<file path="src/rtl/core/hrpc_pkg.sv">
package hrpc_pkg;

   localparam int ETH_HDR_LEN  = 14;
   localparam int IP_HDR_MIN   = 20;
   localparam int TCP_HDR_MIN  = 20;
   localparam int MIN_PAYLOAD  = 7;
   localparam int HEAD_BYTES   = 6;
   localparam int HIST_LEN     = 12;
   localparam int QUEUE_DEPTH  = 2;

   localparam int POS_ETYPE_HI = 12;
   localparam int POS_ETYPE_LO = 13;
   localparam int POS_IHL      = 14;
   localparam int POS_TLEN_HI  = 16;
   localparam int POS_TLEN_LO  = 17;
   localparam int POS_PROTO    = 23;
   localparam int POS_SRC_LO   = 26;
   localparam int POS_SRC_HI   = 29;
   localparam int POS_DST_LO   = 30;
   localparam int POS_DST_HI   = 33;
   localparam int TCP_OFS_POS  = 12;

   localparam logic [15:0] ETHERTYPE_IPV4 = 16'h0800;
   localparam logic [7:0]  PROTO_TCP      = 8'd6;

   localparam logic [7:0] CHAR_A = 8'h41;
   localparam logic [7:0] CHAR_D = 8'h44;
   localparam logic [7:0] CHAR_E = 8'h45;
   localparam logic [7:0] CHAR_G = 8'h47;
   localparam logic [7:0] CHAR_H = 8'h48;
   localparam logic [7:0] CHAR_L = 8'h4C;
   localparam logic [7:0] CHAR_O = 8'h4F;
   localparam logic [7:0] CHAR_P = 8'h50;
   localparam logic [7:0] CHAR_S = 8'h53;
   localparam logic [7:0] CHAR_T = 8'h54;
   localparam logic [7:0] CHAR_U = 8'h55;

   typedef enum logic [2:0] {
      REASON_PASS      = 3'd0,
      REASON_TRUNCATED = 3'd1,
      REASON_NOT_IPV4  = 3'd2,
      REASON_NOT_TCP   = 3'd3,
      REASON_SHORT     = 3'd4,
      REASON_NO_METHOD = 3'd5
   } reason_type;

   typedef struct packed {
      logic [15:0] ether_type;
      logic [3:0]  ip_words;
      logic [15:0] ip_total_length;
      logic [7:0]  ip_protocol;
      logic [31:0] src_addr;
      logic [31:0] dst_addr;
      logic [15:0] tcp_sport;
      logic [15:0] tcp_dport;
      logic [3:0]  tcp_words;
      logic [47:0] payload_head;
   } frame_info_type;

endpackage

</file>
<file path="src/rtl/core/hrpc_parser.sv">
module hrpc_parser #(
   parameter int POSITION_WIDTH = 16
) (
   input  logic                        clock,
   input  logic                        reset,
   input  logic                        req_valid,
   output logic                        req_stall,
   input  logic [7:0]                  req_data_byte,
   input  logic                        req_last_byte,
   input  logic                        queue_full,
   output logic                        push_valid,
   output logic [POSITION_WIDTH:0]     push_length,
   output hrpc_pkg::frame_info_type    push_info
);

   localparam logic [POSITION_WIDTH-1:0] POS_MAX   = '1;
   localparam logic [POSITION_WIDTH-1:0] P_ETYPE_HI = POSITION_WIDTH'(hrpc_pkg::POS_ETYPE_HI);
   localparam logic [POSITION_WIDTH-1:0] P_ETYPE_LO = POSITION_WIDTH'(hrpc_pkg::POS_ETYPE_LO);
   localparam logic [POSITION_WIDTH-1:0] P_IHL      = POSITION_WIDTH'(hrpc_pkg::POS_IHL);
   localparam logic [POSITION_WIDTH-1:0] P_TLEN_HI  = POSITION_WIDTH'(hrpc_pkg::POS_TLEN_HI);
   localparam logic [POSITION_WIDTH-1:0] P_TLEN_LO  = POSITION_WIDTH'(hrpc_pkg::POS_TLEN_LO);
   localparam logic [POSITION_WIDTH-1:0] P_PROTO    = POSITION_WIDTH'(hrpc_pkg::POS_PROTO);
   localparam logic [POSITION_WIDTH-1:0] P_SRC_LO   = POSITION_WIDTH'(hrpc_pkg::POS_SRC_LO);
   localparam logic [POSITION_WIDTH-1:0] P_SRC_HI   = POSITION_WIDTH'(hrpc_pkg::POS_SRC_HI);
   localparam logic [POSITION_WIDTH-1:0] P_DST_LO   = POSITION_WIDTH'(hrpc_pkg::POS_DST_LO);
   localparam logic [POSITION_WIDTH-1:0] P_DST_HI   = POSITION_WIDTH'(hrpc_pkg::POS_DST_HI);
   localparam logic [POSITION_WIDTH-1:0] P_ETH_END  = POSITION_WIDTH'(hrpc_pkg::ETH_HDR_LEN);
   localparam logic [POSITION_WIDTH-1:0] P_TCP_OFS  = POSITION_WIDTH'(hrpc_pkg::TCP_OFS_POS);
   localparam logic [POSITION_WIDTH-1:0] P_ONE      = POSITION_WIDTH'(1);
   localparam logic [POSITION_WIDTH-1:0] P_TWO      = POSITION_WIDTH'(2);
   localparam logic [POSITION_WIDTH-1:0] P_THREE    = POSITION_WIDTH'(3);
   localparam logic [POSITION_WIDTH-1:0] P_HEAD     = POSITION_WIDTH'(hrpc_pkg::HEAD_BYTES);

   logic [POSITION_WIDTH-1:0] pos_ff, pos_in;
   hrpc_pkg::frame_info_type  info_ff, info_in, info_nxt;
   logic [7:0]                hist_ff [hrpc_pkg::HIST_LEN];
   logic                      accept;
   logic [6:0]                tcp_start;
   logic [7:0]                payload_start;
   logic [POSITION_WIDTH-1:0] ts_pos, ps_pos, pos_off;

   assign req_stall = queue_full;
   assign accept    = req_valid && !req_stall;

   always_comb begin
      info_nxt      = info_ff;
      payload_start = '0;
      ps_pos        = '0;
      pos_off       = '0;
      if (pos_ff == P_ETYPE_HI || pos_ff == P_ETYPE_LO) begin
         info_nxt.ether_type = {info_ff.ether_type[7:0], req_data_byte};
      end
      if (pos_ff == P_IHL) begin
         info_nxt.ip_words = req_data_byte[3:0];
      end
      if (pos_ff == P_TLEN_HI || pos_ff == P_TLEN_LO) begin
         info_nxt.ip_total_length = {info_ff.ip_total_length[7:0], req_data_byte};
      end
      if (pos_ff == P_PROTO) begin
         info_nxt.ip_protocol = req_data_byte;
      end
      if (pos_ff >= P_SRC_LO && pos_ff <= P_SRC_HI) begin
         info_nxt.src_addr = {info_ff.src_addr[23:0], req_data_byte};
      end
      if (pos_ff >= P_DST_LO && pos_ff <= P_DST_HI) begin
         info_nxt.dst_addr = {info_ff.dst_addr[23:0], req_data_byte};
      end
      tcp_start = 7'(hrpc_pkg::ETH_HDR_LEN) + {1'b0, info_nxt.ip_words, 2'b00};
      ts_pos    = POSITION_WIDTH'(tcp_start);
      if (pos_ff >= P_ETH_END) begin
         if (pos_ff == ts_pos || pos_ff == ts_pos + P_ONE) begin
            info_nxt.tcp_sport = {info_ff.tcp_sport[7:0], req_data_byte};
         end
         if (pos_ff == ts_pos + P_TWO || pos_ff == ts_pos + P_THREE) begin
            info_nxt.tcp_dport = {info_ff.tcp_dport[7:0], req_data_byte};
         end
         if (pos_ff == ts_pos + P_TCP_OFS) begin
            // Payload bytes already seen are recovered from the byte history.
            info_nxt.tcp_words = req_data_byte[7:4];
            case (req_data_byte[7:4])
               4'd0: begin
                  for (int i = 0; i < hrpc_pkg::HEAD_BYTES; i++) begin
                     info_nxt.payload_head[8*i +: 8] = hist_ff[11-i];
                  end
               end
               4'd1: begin
                  for (int i = 0; i < hrpc_pkg::HEAD_BYTES; i++) begin
                     info_nxt.payload_head[8*i +: 8] = hist_ff[7-i];
                  end
               end
               4'd2: begin
                  for (int i = 0; i < 4; i++) begin
                     info_nxt.payload_head[8*i +: 8] = hist_ff[3-i];
                  end
                  info_nxt.payload_head[39:32] = req_data_byte;
               end
               4'd3: begin
                  info_nxt.payload_head[7:0] = req_data_byte;
               end
               default: begin
               end
            endcase
         end else if (pos_ff > ts_pos + P_TCP_OFS) begin
            payload_start = {1'b0, tcp_start} + {2'b00, info_ff.tcp_words, 2'b00};
            ps_pos        = POSITION_WIDTH'(payload_start);
            pos_off       = pos_ff - ps_pos;
            if (pos_ff >= ps_pos && pos_off < P_HEAD) begin
               for (int i = 0; i < hrpc_pkg::HEAD_BYTES; i++) begin
                  if (pos_off[2:0] == 3'(i)) begin
                     info_nxt.payload_head[8*i +: 8] = req_data_byte;
                  end
               end
            end
         end
      end
   end

   always_comb begin
      if (req_last_byte) begin
         pos_in  = '0;
         info_in = '0;
      end else begin
         pos_in  = (pos_ff == POS_MAX) ? pos_ff : pos_ff + P_ONE;
         info_in = info_nxt;
      end
   end

   always_ff @(posedge clock) begin
      if (reset) begin
         pos_ff  <= '0;
         info_ff <= '0;
      end else if (accept) begin
         pos_ff  <= pos_in;
         info_ff <= info_in;
      end
   end

   always_ff @(posedge clock) begin
      if (accept) begin
         hist_ff[0] <= req_data_byte;
         for (int k = 1; k < hrpc_pkg::HIST_LEN; k++) begin
            hist_ff[k] <= hist_ff[k-1];
         end
      end
   end

   assign push_valid  = accept && req_last_byte;
   assign push_length = {1'b0, pos_ff} + {{POSITION_WIDTH{1'b0}}, 1'b1};
   assign push_info   = info_nxt;

endmodule

</file>
<file path="src/rtl/core/hrpc_queue.sv">
module hrpc_queue #(
   parameter int DATA_WIDTH = 8,
   parameter int DEPTH      = 2
) (
   input  logic                  clock,
   input  logic                  reset,
   input  logic                  push_valid,
   input  logic [DATA_WIDTH-1:0] push_data,
   output logic                  full,
   input  logic                  pop_ready,
   output logic                  pop_valid,
   output logic [DATA_WIDTH-1:0] pop_data
);

   localparam int PTR_W = (DEPTH > 1) ? $clog2(DEPTH) : 1;
   localparam int CNT_W = $clog2(DEPTH + 1);
   localparam logic [PTR_W-1:0] PTR_LAST = PTR_W'(DEPTH - 1);
   localparam logic [CNT_W-1:0] CNT_FULL = CNT_W'(DEPTH);

   logic [DATA_WIDTH-1:0] entry_ff [DEPTH];
   logic [PTR_W-1:0]      wr_ptr_ff, rd_ptr_ff;
   logic [CNT_W-1:0]      count_ff, count_in;
   logic                  do_push, do_pop;

   assign full      = (count_ff == CNT_FULL);
   assign pop_valid = (count_ff != '0);
   assign pop_data  = entry_ff[rd_ptr_ff];
   assign do_push   = push_valid && !full;
   assign do_pop    = pop_valid && pop_ready;

   always_comb begin
      count_in = count_ff;
      if (do_push && !do_pop) begin
         count_in = count_ff + CNT_W'(1);
      end else if (do_pop && !do_push) begin
         count_in = count_ff - CNT_W'(1);
      end
   end

   always_ff @(posedge clock) begin
      if (reset) begin
         wr_ptr_ff <= '0;
         rd_ptr_ff <= '0;
         count_ff  <= '0;
      end else begin
         count_ff <= count_in;
         if (do_push) begin
            wr_ptr_ff <= (wr_ptr_ff == PTR_LAST) ? '0 : wr_ptr_ff + PTR_W'(1);
         end
         if (do_pop) begin
            rd_ptr_ff <= (rd_ptr_ff == PTR_LAST) ? '0 : rd_ptr_ff + PTR_W'(1);
         end
      end
   end

   always_ff @(posedge clock) begin
      if (do_push) begin
         entry_ff[wr_ptr_ff] <= push_data;
      end
   end

endmodule

</file>
<file path="src/rtl/core/hrpc_verdict.sv">
module hrpc_verdict #(
   parameter int POSITION_WIDTH = 16
) (
   input  logic                     clock,
   input  logic                     reset,
   input  logic                     frame_valid,
   output logic                     frame_ready,
   input  logic [POSITION_WIDTH:0]  frame_length,
   input  hrpc_pkg::frame_info_type frame_info,
   output logic                     rsp_valid,
   input  logic                     rsp_stall,
   output logic                     rsp_pass,
   output logic [2:0]               rsp_reason,
   output logic [31:0]              rsp_source_address,
   output logic [31:0]              rsp_dest_address,
   output logic [15:0]              rsp_source_port,
   output logic [15:0]              rsp_dest_port
);

   localparam int LEN_W = POSITION_WIDTH + 1;

   logic                 rsp_valid_ff;
   logic                 pass_ff;
   hrpc_pkg::reason_type reason_ff, reason;
   logic [31:0]          src_addr_ff, dst_addr_ff;
   logic [15:0]          sport_ff, dport_ff;
   logic                 take, pass, method_ok;
   logic [6:0]           tcp_start;
   logic [7:0]           payload_end;
   logic [7:0]           hdr_sum;
   logic [7:0]           p0, p1, p2, p3, p4, p5;

   assign frame_ready = !rsp_valid_ff || !rsp_stall;
   assign take        = frame_valid && frame_ready;

   assign p0 = frame_info.payload_head[7:0];
   assign p1 = frame_info.payload_head[15:8];
   assign p2 = frame_info.payload_head[23:16];
   assign p3 = frame_info.payload_head[31:24];
   assign p4 = frame_info.payload_head[39:32];
   assign p5 = frame_info.payload_head[47:40];

   always_comb begin
      method_ok =
         (p0 == hrpc_pkg::CHAR_H && p1 == hrpc_pkg::CHAR_T && p2 == hrpc_pkg::CHAR_T &&
          p3 == hrpc_pkg::CHAR_P) ||
         (p0 == hrpc_pkg::CHAR_G && p1 == hrpc_pkg::CHAR_E && p2 == hrpc_pkg::CHAR_T) ||
         (p0 == hrpc_pkg::CHAR_P && p1 == hrpc_pkg::CHAR_O && p2 == hrpc_pkg::CHAR_S &&
          p3 == hrpc_pkg::CHAR_T) ||
         (p0 == hrpc_pkg::CHAR_P && p1 == hrpc_pkg::CHAR_U && p2 == hrpc_pkg::CHAR_T) ||
         (p0 == hrpc_pkg::CHAR_D && p1 == hrpc_pkg::CHAR_E && p2 == hrpc_pkg::CHAR_L &&
          p3 == hrpc_pkg::CHAR_E && p4 == hrpc_pkg::CHAR_T && p5 == hrpc_pkg::CHAR_E) ||
         (p0 == hrpc_pkg::CHAR_H && p1 == hrpc_pkg::CHAR_E && p2 == hrpc_pkg::CHAR_A &&
          p3 == hrpc_pkg::CHAR_D);
   end

   always_comb begin
      tcp_start   = 7'(hrpc_pkg::ETH_HDR_LEN) + {1'b0, frame_info.ip_words, 2'b00};
      payload_end = {1'b0, tcp_start} + {2'b00, frame_info.tcp_words, 2'b00} +
                    8'(hrpc_pkg::MIN_PAYLOAD);
      // A negative payload length counts as too short.
      hdr_sum     = {2'b00, frame_info.ip_words, 2'b00} + {2'b00, frame_info.tcp_words, 2'b00} +
                    8'(hrpc_pkg::MIN_PAYLOAD);
      if (frame_length < LEN_W'(hrpc_pkg::ETH_HDR_LEN)) begin
         reason = hrpc_pkg::REASON_TRUNCATED;
      end else if (frame_info.ether_type != hrpc_pkg::ETHERTYPE_IPV4) begin
         reason = hrpc_pkg::REASON_NOT_IPV4;
      end else if (frame_length < LEN_W'(hrpc_pkg::ETH_HDR_LEN + hrpc_pkg::IP_HDR_MIN)) begin
         reason = hrpc_pkg::REASON_TRUNCATED;
      end else if (frame_info.ip_protocol != hrpc_pkg::PROTO_TCP) begin
         reason = hrpc_pkg::REASON_NOT_TCP;
      end else if (frame_length < LEN_W'(tcp_start) + LEN_W'(hrpc_pkg::TCP_HDR_MIN)) begin
         reason = hrpc_pkg::REASON_TRUNCATED;
      end else if (frame_info.ip_total_length < {8'h00, hdr_sum}) begin
         reason = hrpc_pkg::REASON_SHORT;
      end else if (frame_length < LEN_W'(payload_end)) begin
         reason = hrpc_pkg::REASON_SHORT;
      end else if (!method_ok) begin
         reason = hrpc_pkg::REASON_NO_METHOD;
      end else begin
         reason = hrpc_pkg::REASON_PASS;
      end
      pass = (reason == hrpc_pkg::REASON_PASS);
   end

   always_ff @(posedge clock) begin
      if (reset) begin
         rsp_valid_ff <= 1'b0;
      end else if (take) begin
         rsp_valid_ff <= 1'b1;
      end else if (!rsp_stall) begin
         rsp_valid_ff <= 1'b0;
      end
   end

   always_ff @(posedge clock) begin
      if (take) begin
         pass_ff     <= pass;
         reason_ff   <= reason;
         src_addr_ff <= pass ? frame_info.src_addr : '0;
         dst_addr_ff <= pass ? frame_info.dst_addr : '0;
         sport_ff    <= pass ? frame_info.tcp_sport : '0;
         dport_ff    <= pass ? frame_info.tcp_dport : '0;
      end
   end

   assign rsp_valid          = rsp_valid_ff;
   assign rsp_pass           = pass_ff;
   assign rsp_reason         = reason_ff;
   assign rsp_source_address = src_addr_ff;
   assign rsp_dest_address   = dst_addr_ff;
   assign rsp_source_port    = sport_ff;
   assign rsp_dest_port      = dport_ff;

endmodule

</file>
<file path="src/rtl/core/http_request_packet_classifier.sv">
// Classifies Ethernet frames for HTTP requests over IPv4 and TCP. Frame bytes enter one per
// clock on the req_ channel unless req_stall holds them, starting at the destination address,
// and the final byte carries req_last_byte; every cycle may carry a byte. A parser captures
// the header fields as the bytes stream past and, on the final byte, hands the frame's fields
// to a two-entry queue; a verdict stage then registers them and gives one rsp_ transaction
// per frame, with pass set or a drop reason, and the flow key zeroed on a drop. The input is
// stalled only while the queue holds two frames awaiting a verdict, so a sustained rate of one
// byte per clock is kept for frames of any length while rsp_stall stays low.
module http_request_packet_classifier #(
   parameter int POSITION_WIDTH = 16
) (
   input  logic        clock,
   input  logic        reset,
   input  logic        req_valid,
   output logic        req_stall,
   input  logic [7:0]  req_data_byte,
   input  logic        req_last_byte,
   output logic        rsp_valid,
   input  logic        rsp_stall,
   output logic        rsp_pass,
   output logic [2:0]  rsp_reason,
   output logic [31:0] rsp_source_address,
   output logic [31:0] rsp_dest_address,
   output logic [15:0] rsp_source_port,
   output logic [15:0] rsp_dest_port
);

   localparam int INFO_W  = $bits(hrpc_pkg::frame_info_type);
   localparam int ENTRY_W = INFO_W + POSITION_WIDTH + 1;

   logic                     push_valid, queue_full, pop_valid, pop_ready;
   logic [POSITION_WIDTH:0]  push_length, pop_length;
   hrpc_pkg::frame_info_type push_info, pop_info;
   logic [ENTRY_W-1:0]       push_data, pop_data;

   hrpc_parser #(
      .POSITION_WIDTH(POSITION_WIDTH)
   ) u_parser (
      .clock         (clock),
      .reset         (reset),
      .req_valid     (req_valid),
      .req_stall     (req_stall),
      .req_data_byte (req_data_byte),
      .req_last_byte (req_last_byte),
      .queue_full    (queue_full),
      .push_valid    (push_valid),
      .push_length   (push_length),
      .push_info     (push_info)
   );

   assign push_data = {push_length, push_info};

   hrpc_queue #(
      .DATA_WIDTH(ENTRY_W),
      .DEPTH     (hrpc_pkg::QUEUE_DEPTH)
   ) u_queue (
      .clock      (clock),
      .reset      (reset),
      .push_valid (push_valid),
      .push_data  (push_data),
      .full       (queue_full),
      .pop_ready  (pop_ready),
      .pop_valid  (pop_valid),
      .pop_data   (pop_data)
   );

   assign pop_length = pop_data[ENTRY_W-1:INFO_W];
   assign pop_info   = pop_data[INFO_W-1:0];

   hrpc_verdict #(
      .POSITION_WIDTH(POSITION_WIDTH)
   ) u_verdict (
      .clock              (clock),
      .reset              (reset),
      .frame_valid        (pop_valid),
      .frame_ready        (pop_ready),
      .frame_length       (pop_length),
      .frame_info         (pop_info),
      .rsp_valid          (rsp_valid),
      .rsp_stall          (rsp_stall),
      .rsp_pass           (rsp_pass),
      .rsp_reason         (rsp_reason),
      .rsp_source_address (rsp_source_address),
      .rsp_dest_address   (rsp_dest_address),
      .rsp_source_port    (rsp_source_port),
      .rsp_dest_port      (rsp_dest_port)
   );

endmodule

</file>
<file path="config.mk">
export PLATFORM = sky130hd
export DESIGN_NAME = http_request_packet_classifier
export DESIGN_NICKNAME = d
export VERILOG_FILES = /design/src/rtl/core/hrpc_pkg.sv /design/src/rtl/core/hrpc_parser.sv /design/src/rtl/core/hrpc_queue.sv /design/src/rtl/core/hrpc_verdict.sv /design/src/rtl/core/http_request_packet_classifier.sv
export SDC_FILE = /design/constraint.sdc
export NUM_CORES = 1
export LEC_CHECK = 0
export BUFFER_PORTS_ARGS = -buffer_cell sky130_fd_sc_hd__buf_2
export CORE_MARGIN = 10
export CORE_UTILIZATION = 60
export DETAILED_ROUTE_END_ITERATION = 7
export GPL_TIMING_DRIVEN = 1
export PLACE_DENSITY = 0.75
export SYNTH_ARGS = -nofsm -noshare
export SYNTH_HDL_FRONTEND = slang
export SYNTH_SLANG_ARGS = --single-unit
</file>
<file path="constraint.sdc">
create_clock -name clock -period 29.8 [get_ports clock]
set_clock_uncertainty 0.15 [all_clocks]
set_input_delay 2.98 -clock clock [delete_from_list [all_inputs] [get_ports clock]]
set_output_delay 2.98 -clock clock [all_outputs]
set_load 0.1 [all_outputs]
</file>
==> impl_results.md, run 1 <==
* Metal1 wirelength at 36.2 mm
* CTS tree: yes
* Max FO, Critical Path at 23
* Syn avg cell area at 12.7 um^2
* Placed inst area at 36900 um^2
* Nets at 2938
* Crit path DAT at 9.75 ns
* Tot Pwr at 3.29 mW
* Complex-gate fraction of the synthesized area at 11.1%
* WHS at 0.293 ns
* Total GRT Usage at 24.3%
* First-pass GRT wire length at 135 mm
* Adder-Cell Fraction of Synth Area at 2.08%
* DR vias/cell at 6.35
* Largest area contributor in the netlist: edfxtp_1
* Total CTS buffers at 82
* Min Clock Period, post-route at 9.47 ns
* PostCTS Resize Cnt at 0
* Crit path cell chain: buf_2 -> mux2i_1 -> xnor2_1 -> ha_1 -> a21o_1 -> a21oi_1 -> nor2b_1 -> o21bai_1 -> ha_1 -> a211o_1 -> o31ai_1 -> o21ai_0 -> a211oi_1 -> nor4bb_1 -> nand3_1 -> nor3_1 -> nor3_1 -> nor3_1
* Clk pwr share at 30.6%
* CP max stage delay at 1.02 ns
* Slew Limit Fails at 0
* Unrepaired setup endpoints after global routing: false
* Post-DP HPWL at 54.2 mm
* Main combinational cell family by area after synthesis: compound AO/OA/AOI/OAI gates
* Clock sinks at 828
* Most common cell after layout, fill and taps aside: edfxtp_1
* Initial Utilization at 60.5%
* Crit. End Element: register
* DRT Wirelength at 87.2 mm
* Worst vdd rail ir drop at 0.123 mV
* Slew @ Worst Pin at 1.35 ns
* Largest net degree at the start of global routing at 177
* Sum of negative setup slack at 0 ns
* Synthesized instance count at 2818
* R2r startpoint: u_parser.pos_ff[9]
* Remaining antenna violation count at 0
* Pre-antenna DRT Iters at 5
* Post-Synth XOR/XNOR Area at 1.05%
* Met3 Routed Length at 6.34 mm
* Met2 wire len at 42.3 mm
* Startpoint Class: primary input
* Min-Delay Path Class: reg2reg
* Post-Syn Area at 35700 um^2
* Num ports at 115
* Worst-path clk slew at 0.06 ns
* Antenna diodes at 0
* Sw frac at 35.5%
* Combinational power share at 25.1%
* WP buf/inv at 1
* Seq/Total Area, Yosys at 63.6%
* Status: completed
* Post-CTS Setup Bufs at 0
* Post-synth ARST share at 0%
* HP Start: u_parser.hist_ff[2][14]
* Max Fclk at 106 MHz
* Flop pwr share at 44.2%
* Remaining routing DRC violations at 0
* Post-Synth Simple-Gate Area at 10.7%
* Most frequent CP cell: nor3_1
* Row count at 89
* Power per cell area at 83.2 nW/um^2
* Filler cells at 4210
* Mux cell area share after synthesis at 8.81%
* Max Cap Viol at 0
* Total global routing overflow at 0
* Flops & latches, synth at 828
* Share of the clock period used by the worst path at 31.8%
* Wire length per cell at 23.5 um
* Synthesized net count at 2888
* Hold-fix buffers, CTS at 0
* Prevailing post-synth register cell: edfxtp_1
* Vias in the first global route at 23400
* Die Width at 264 um
* Commonest non-fill, non-tap cells in the layout: 614 x edfxtp_1, 337 x nor2_1, 213 x dfxtp_1
* Area Growth Syn to Fin at 10.7%
* RD Place Congestion at 0.925
* Slowest cell on the critical path: nor4bb_1
* CTS H-Tree Depth at 3
* Core area at 59000 um^2
* Critical path launch point: req_data_byte[1]
* Distinct cell type count after synthesis at 85
* Slew headroom at 9.46%
* Number of setup violations in the final report at 0
* Initial antenna violation count at 1
* Die footprint at 69700 um^2
* CP delay by family, top: simple AND/OR/NAND/NOR gates
* Total net switching power at 1.17 mW
* Die H at 264 um
* Yosys top cell area share at 51.6%
* Internal at 2.12 mW
* Layout cells sized above 1 at 14.7%
* Top layer in use: met5
* Routed via count at 23600
* Worst path required time at 30.08 ns
* Synth area leaders: edfxtp_1 52%, dfxtp_1 12%, mux2i_1 4.5%, mux2_2 3.9%, nor2_1 3.6%
* Number of synthesized flops with an enable pin at 614
* Worst-Skew Late Latency at 0.64 ns
* CTS max path bufs at 3
* Warnings, synthesis at 0
* Root buffer cell: clkbuf_16
* Initial DRC count at 2389
* Buffers on Ports at 114
* Post-route cell area at 39500 um^2
* Classification of the worst setup path: in2reg
* Pleak at 14.2 nW
* Hold violation total from the final report at 0
==> layer usage <==
layer  up-vias  track usage [%]
li1      10700                -
met1     11800             32.0
met2       914             40.0
met3       153             4.50
met4         2             8.09
met5         -                0
==> flip-flops by register name, summed over array words and instances (netlist names), 16 cells and up, named ones only <==
signal                        cells
u_verdict.rsp_source_port        16
u_queue.entry_ff                418
u_parser.pos_ff                  16
u_verdict.rsp_dest_address       32
u_parser.hist_ff                 96
u_parser.info_ff                192
u_verdict.rsp_dest_port          16
u_verdict.rsp_source_address     32
==> metrics by stage <==
stage,util [%],cells,setup slack (ns)
finish,66.9,3710,20.33
global route,66.9,3710,19.70
CTS,66.9,3710,20.59
detailed placement,62.5,3557,19.92
global placement,62.5,3557,20.17
floorplan,-,2818,14.67
==> Yosys cell counts (all sizes together) (8+ instances only) <==
library cell  number
o21ai            103
o2bb2ai            9
o311ai            16
nand4             16
nor3b              8
nor2             340
or4                9
or3               10
or2                9
nor4b             22
nand2            164
clkbuf           167
mux2             129
nor4bb             9
and3              17
and2              13
inv               53
nor4              18
a211oi            36
nand3             32
xor2              20
nor2b             18
a31oi              9
a22oi            137
o2111ai           18
xnor2             23
edfxtp           614
dfxtp            214
ha                53
nand2b            22
o21a              13
mux2i            160
a22o              18
nor3              39
buf               18
a21oi             94
a2bb2oi            8
a21o              27
o22ai             10
nand3b            28
==> path summary, 6_finish.rpt <==
kind | end | slack (ns) | cells after the start
setup / recovery | u_queue.entry_ff[0][12] | 20.33 | 18
hold reg to reg | u_parser.hist_ff[2][22] | 0.29 | 0
hold / removal | u_parser.hist_ff[2][22] | 0.29 | 0
setup reg to reg | u_queue.entry_ff[0][12] | 21.07 | 20
==> logic make-up after synthesis <==
kind of cell	Yosys count
XOR/XNOR	43
other	1
buffers and inverters	238
adder cells (fa/ha/maj)	57
flip-flops	828
AND/OR/NAND/NOR	788
AO/OA/AOI/OAI	570
multiplexers	293
==> cell type report <==
class	count	area [um^2]	share of cell area (%)
clock buffer	121	2270	5.74
clock inverter	32	349	0.884
inverter	53	203	0.513
multi-input combinational	1752	12100	30.7
sequential	828	22700	57.5
tap	773	967	2.45
timing repair buffer	151	876	2.22
==> power groups by stage <==
stage	Clock (mW)	Sequential, mW	Combinational (mW)
3_3_place_gp	0	1.47	0.820
3_5_place_dp	0	1.48	0.829
4_1_cts	1.02	1.46	0.833
6_report	1.01	1.45	0.827
2_1_floorplan	0	1.89	0.257
5_1_grt	1.07	1.47	0.868
Power figures use the tool's default switching activity.
==> run 2, diff against run 1 <==
==> constraint.sdc (replaced) <==
create_clock -name clock -period 9.2 [get_ports clock]
set_clock_uncertainty 0.15 [all_clocks]
set_input_delay 0.92 -clock clock [delete_from_list [all_inputs] [get_ports clock]]
set_output_delay 0.92 -clock clock [all_outputs]
set_load 0.1 [all_outputs]
==> run 2 against run 1 <==
  * Utilization grew 0.38 points
  * Critical path depth grew 2
  * Critical endpoint is now u_parser.info_ff[40]
  * First-iteration DRC count grew 7.4%
  * Power grew to 3.3 times the previous value
  * Cell count grew 0.24%
  * Largest cell class unchanged
==> impl_results.md, run 2 (synthesis results as in run 1) <==
* Status: completed
* Layout cells sized above 1 at 15.4% (+0.67 points)
* Combinational power share at 24.8% (-0.3 points)
* Remaining antenna violation count at 0 (unchanged)
* Min-Delay Path Class: reg2reg
* Unrepaired setup endpoints after global routing: false
* Largest Register: u_queue.entry_ff
* Flop pwr share at 43.7% (-0.5 points)
* Largest net degree at the start of global routing at 163 (-7.9%)
* Max FO, Critical Path at 11 (-52%)
* FF/Latch Area at 22700 um^2 (unchanged)
* Hold violation total from the final report at 0 (unchanged)
* Root buffer cell: clkbuf_16
* Most common cell after layout, fill and taps aside: edfxtp_1
* Pre-antenna DRT Iters at 6 (+1)
* Wire length per cell at 23.6 um (+0.49%)
* Slew headroom at 15.0% (+5.5 points)
* Buffers on Ports at 114 (unchanged)
* Core area at 59000 um^2 (unchanged)
* Area Growth Syn to Fin at 11.3%
* Die Width at 264 um (unchanged)
* Slew @ Worst Pin at 1.27 ns (-0.0811 ns)
* Nets at 2947 (+0.31%)
* Multi-input logic area at 12100 um^2 (about the same)
* CTS H-Tree Depth at 3 (unchanged)
* Classification of the worst setup path: reg2reg
* R2r setup slk at 0.97 ns (-20.10 ns)
* Worst-path clk slew at 0.06 ns (about the same)
* First-pass GRT wire length at 136 mm (+0.64%)
* Clk pwr share at 31.5% (+0.9 points)
* Vias in the first global route at 23300 (-0.36%)
* Die H at 264 um (unchanged)
* Pleak at 14.3 nW (+0.86%)
* RD Place Congestion at 0.928 (+0.25%)
* Slew Limit Fails at 0 (unchanged)
* Startpoint Class: register
* CP delay by family, top: compound AO/OA/AOI/OAI gates
* Post-route cell area at 39700 um^2 (+0.57%)
* DRT Wirelength at 87.8 mm (+0.73%)
* Filler cells at 4116 (-2.2%)
* Post-CTS Setup Bufs at 0 (unchanged)
* Initial Utilization at 60.5% (unchanged)
* Num ports at 115 (unchanged)
* Total CTS buffers at 82 (unchanged)
* Total net switching power at 3.79 mW (+220%)
* Row count at 89 (unchanged)
* Total global routing overflow at 0 (unchanged)
* R2r startpoint: u_parser.pos_ff[9]
* CTS tree: yes
* Initial DRC count at 2565 (+7.4%)
* Initial antenna violation count at 2 (+1)
* Post-DP HPWL at 55.1 mm (+1.7%)
* Max Fclk at 121 MHz
* Largest registers: u_queue.entry_ff: 418 flops, u_parser.info_ff: 192 flops, u_parser.hist_ff: 96 flops
* Die footprint at 69700 um^2 (unchanged)
* Sw frac at 35.2% (-0.31 points)
* Min Clock Period, post-route at 8.23 ns
* HP Start: u_parser.hist_ff[2][19]
* Hold-fix buffers, CTS at 0 (unchanged)
* WP buf/inv at 1 (unchanged)
* Total GRT Usage at 24.5% (+0.26 points)
* DR vias/cell at 6.36 (+0.11%)
* Crit path DAT at 8.60 ns (-1.15 ns)
* PostCTS Resize Cnt at 0 (unchanged)
* Slowest cell on the critical path: a211oi_1
* Routed via count at 23600 (+0.35%)
* Max Cap Viol at 0 (unchanged)
* Max reg flops at 418 (unchanged)
* Commonest non-fill, non-tap cells in the layout: 614 x edfxtp_1, 337 x nor2_1, 213 x dfxtp_1
* Fin util at 67.3% (+0.38 points)
* WHS at 0.295 ns (+0.00121 ns)
* Number of setup violations in the final report at 0 (unchanged)
* Placed inst area at 37000 um^2 (+0.18%)
* Power per cell area at 271 nW/um^2 (+230%)
* CP max stage delay at 0.95 ns (-0.07 ns)
* Clock sinks at 828 (unchanged)
* Sum of negative setup slack at 0 ns (unchanged)
* Critical path launch point: u_parser.pos_ff[9]
* Internal at 6.98 mW (+230%)
* Remaining routing DRC violations at 0 (unchanged)
* Share of the clock period used by the worst path at 89.5%
* Worst-Skew Late Latency at 0.64 ns (about the same)
* Worst path required time at 9.57 ns (-20.51 ns)
* Worst vdd rail ir drop at 0.472 mV (+280%)
* CTS max path bufs at 3 (unchanged)
* Crit. End Element: register
* Crit path cell chain: or4_4 -> or3_4 -> nor4_4 -> mux2i_1 -> inv_1 -> and2_1 -> xor2_1 -> ha_1 -> nor2b_1 -> o21bai_1 -> ha_1 -> a211oi_1 -> o2bb2ai_1 -> a2111oi_0 -> nand4_1 -> a211oi_1 -> nand4_1 -> a21oi_2 -> o21ai_1 -> a221o_1
## run 2: cell types whose count changed in the layout (fill, tap and decap cells not counted), moves of 3 or more
cell       previous run  this run
clkbuf_8              7        10
clkbuf_1             32        17
clkinv_8              0         4
bufinv_16             4         7
buf_4                36        45
## run 2: worst paths after layout
kind | cells after the start | to
worst max-delay path | 20 | u_parser.info_ff[40]
worst min-delay path | 0 | u_parser.hist_ff[2][27]
worst max register to register | 20 | u_parser.info_ff[40]
worst min register to register | 0 | u_parser.hist_ff[2][27]
## run 2: power groups by stage
stage / Combinational [mW] / Clock, mW / Sequential, mW
global placement: 2.64 / 0 / 4.76
global route: 2.81 / 3.60 / 4.75
floorplan: 0.833 / 0 / 6.11
CTS: 2.69 / 3.44 / 4.71
detailed placement: 2.68 / 0 / 4.79
finish: 2.67 / 3.39 / 4.71
## run 2: final cells by class
| type | instances | share of cell area, % |
|---|---|---|
| repair buffers | 160 | 2.37 |
| diodes | 1 | 0.00630 |
| clock buffers | 110 | 5.73 |
| inverters | 53 | 0.510 |
| flip-flops and latches | 828 | 57.2 |
| well taps | 773 | 2.43 |
| clock inverters | 42 | 1.23 |
| multi-input cells | 1752 | 30.5 |
## run 2: metrics by stage
stage / instances / setup slack (ns) / power [mW]
5_1_grt: 3718 / 0.493 / 11.2
3_5_place_dp: 3566 / 1.15 / 7.47
6_report: 3719 / 0.969 / 10.8
4_1_cts: 3718 / 1.11 / 10.8
3_3_place_gp: 3566 / 1.16 / 7.40
2_1_floorplan: 2818 / 0.496 / 6.94
## run 2: layer usage
metal	vias to the layer above	wire length, um	GRT usage (%)
li1	10800	-	-
met1	11700	36900	33.2
met2	968	41900	39.7
met3	177	6280	3.97
met4	2	2680	8.65
met5	-	13	0
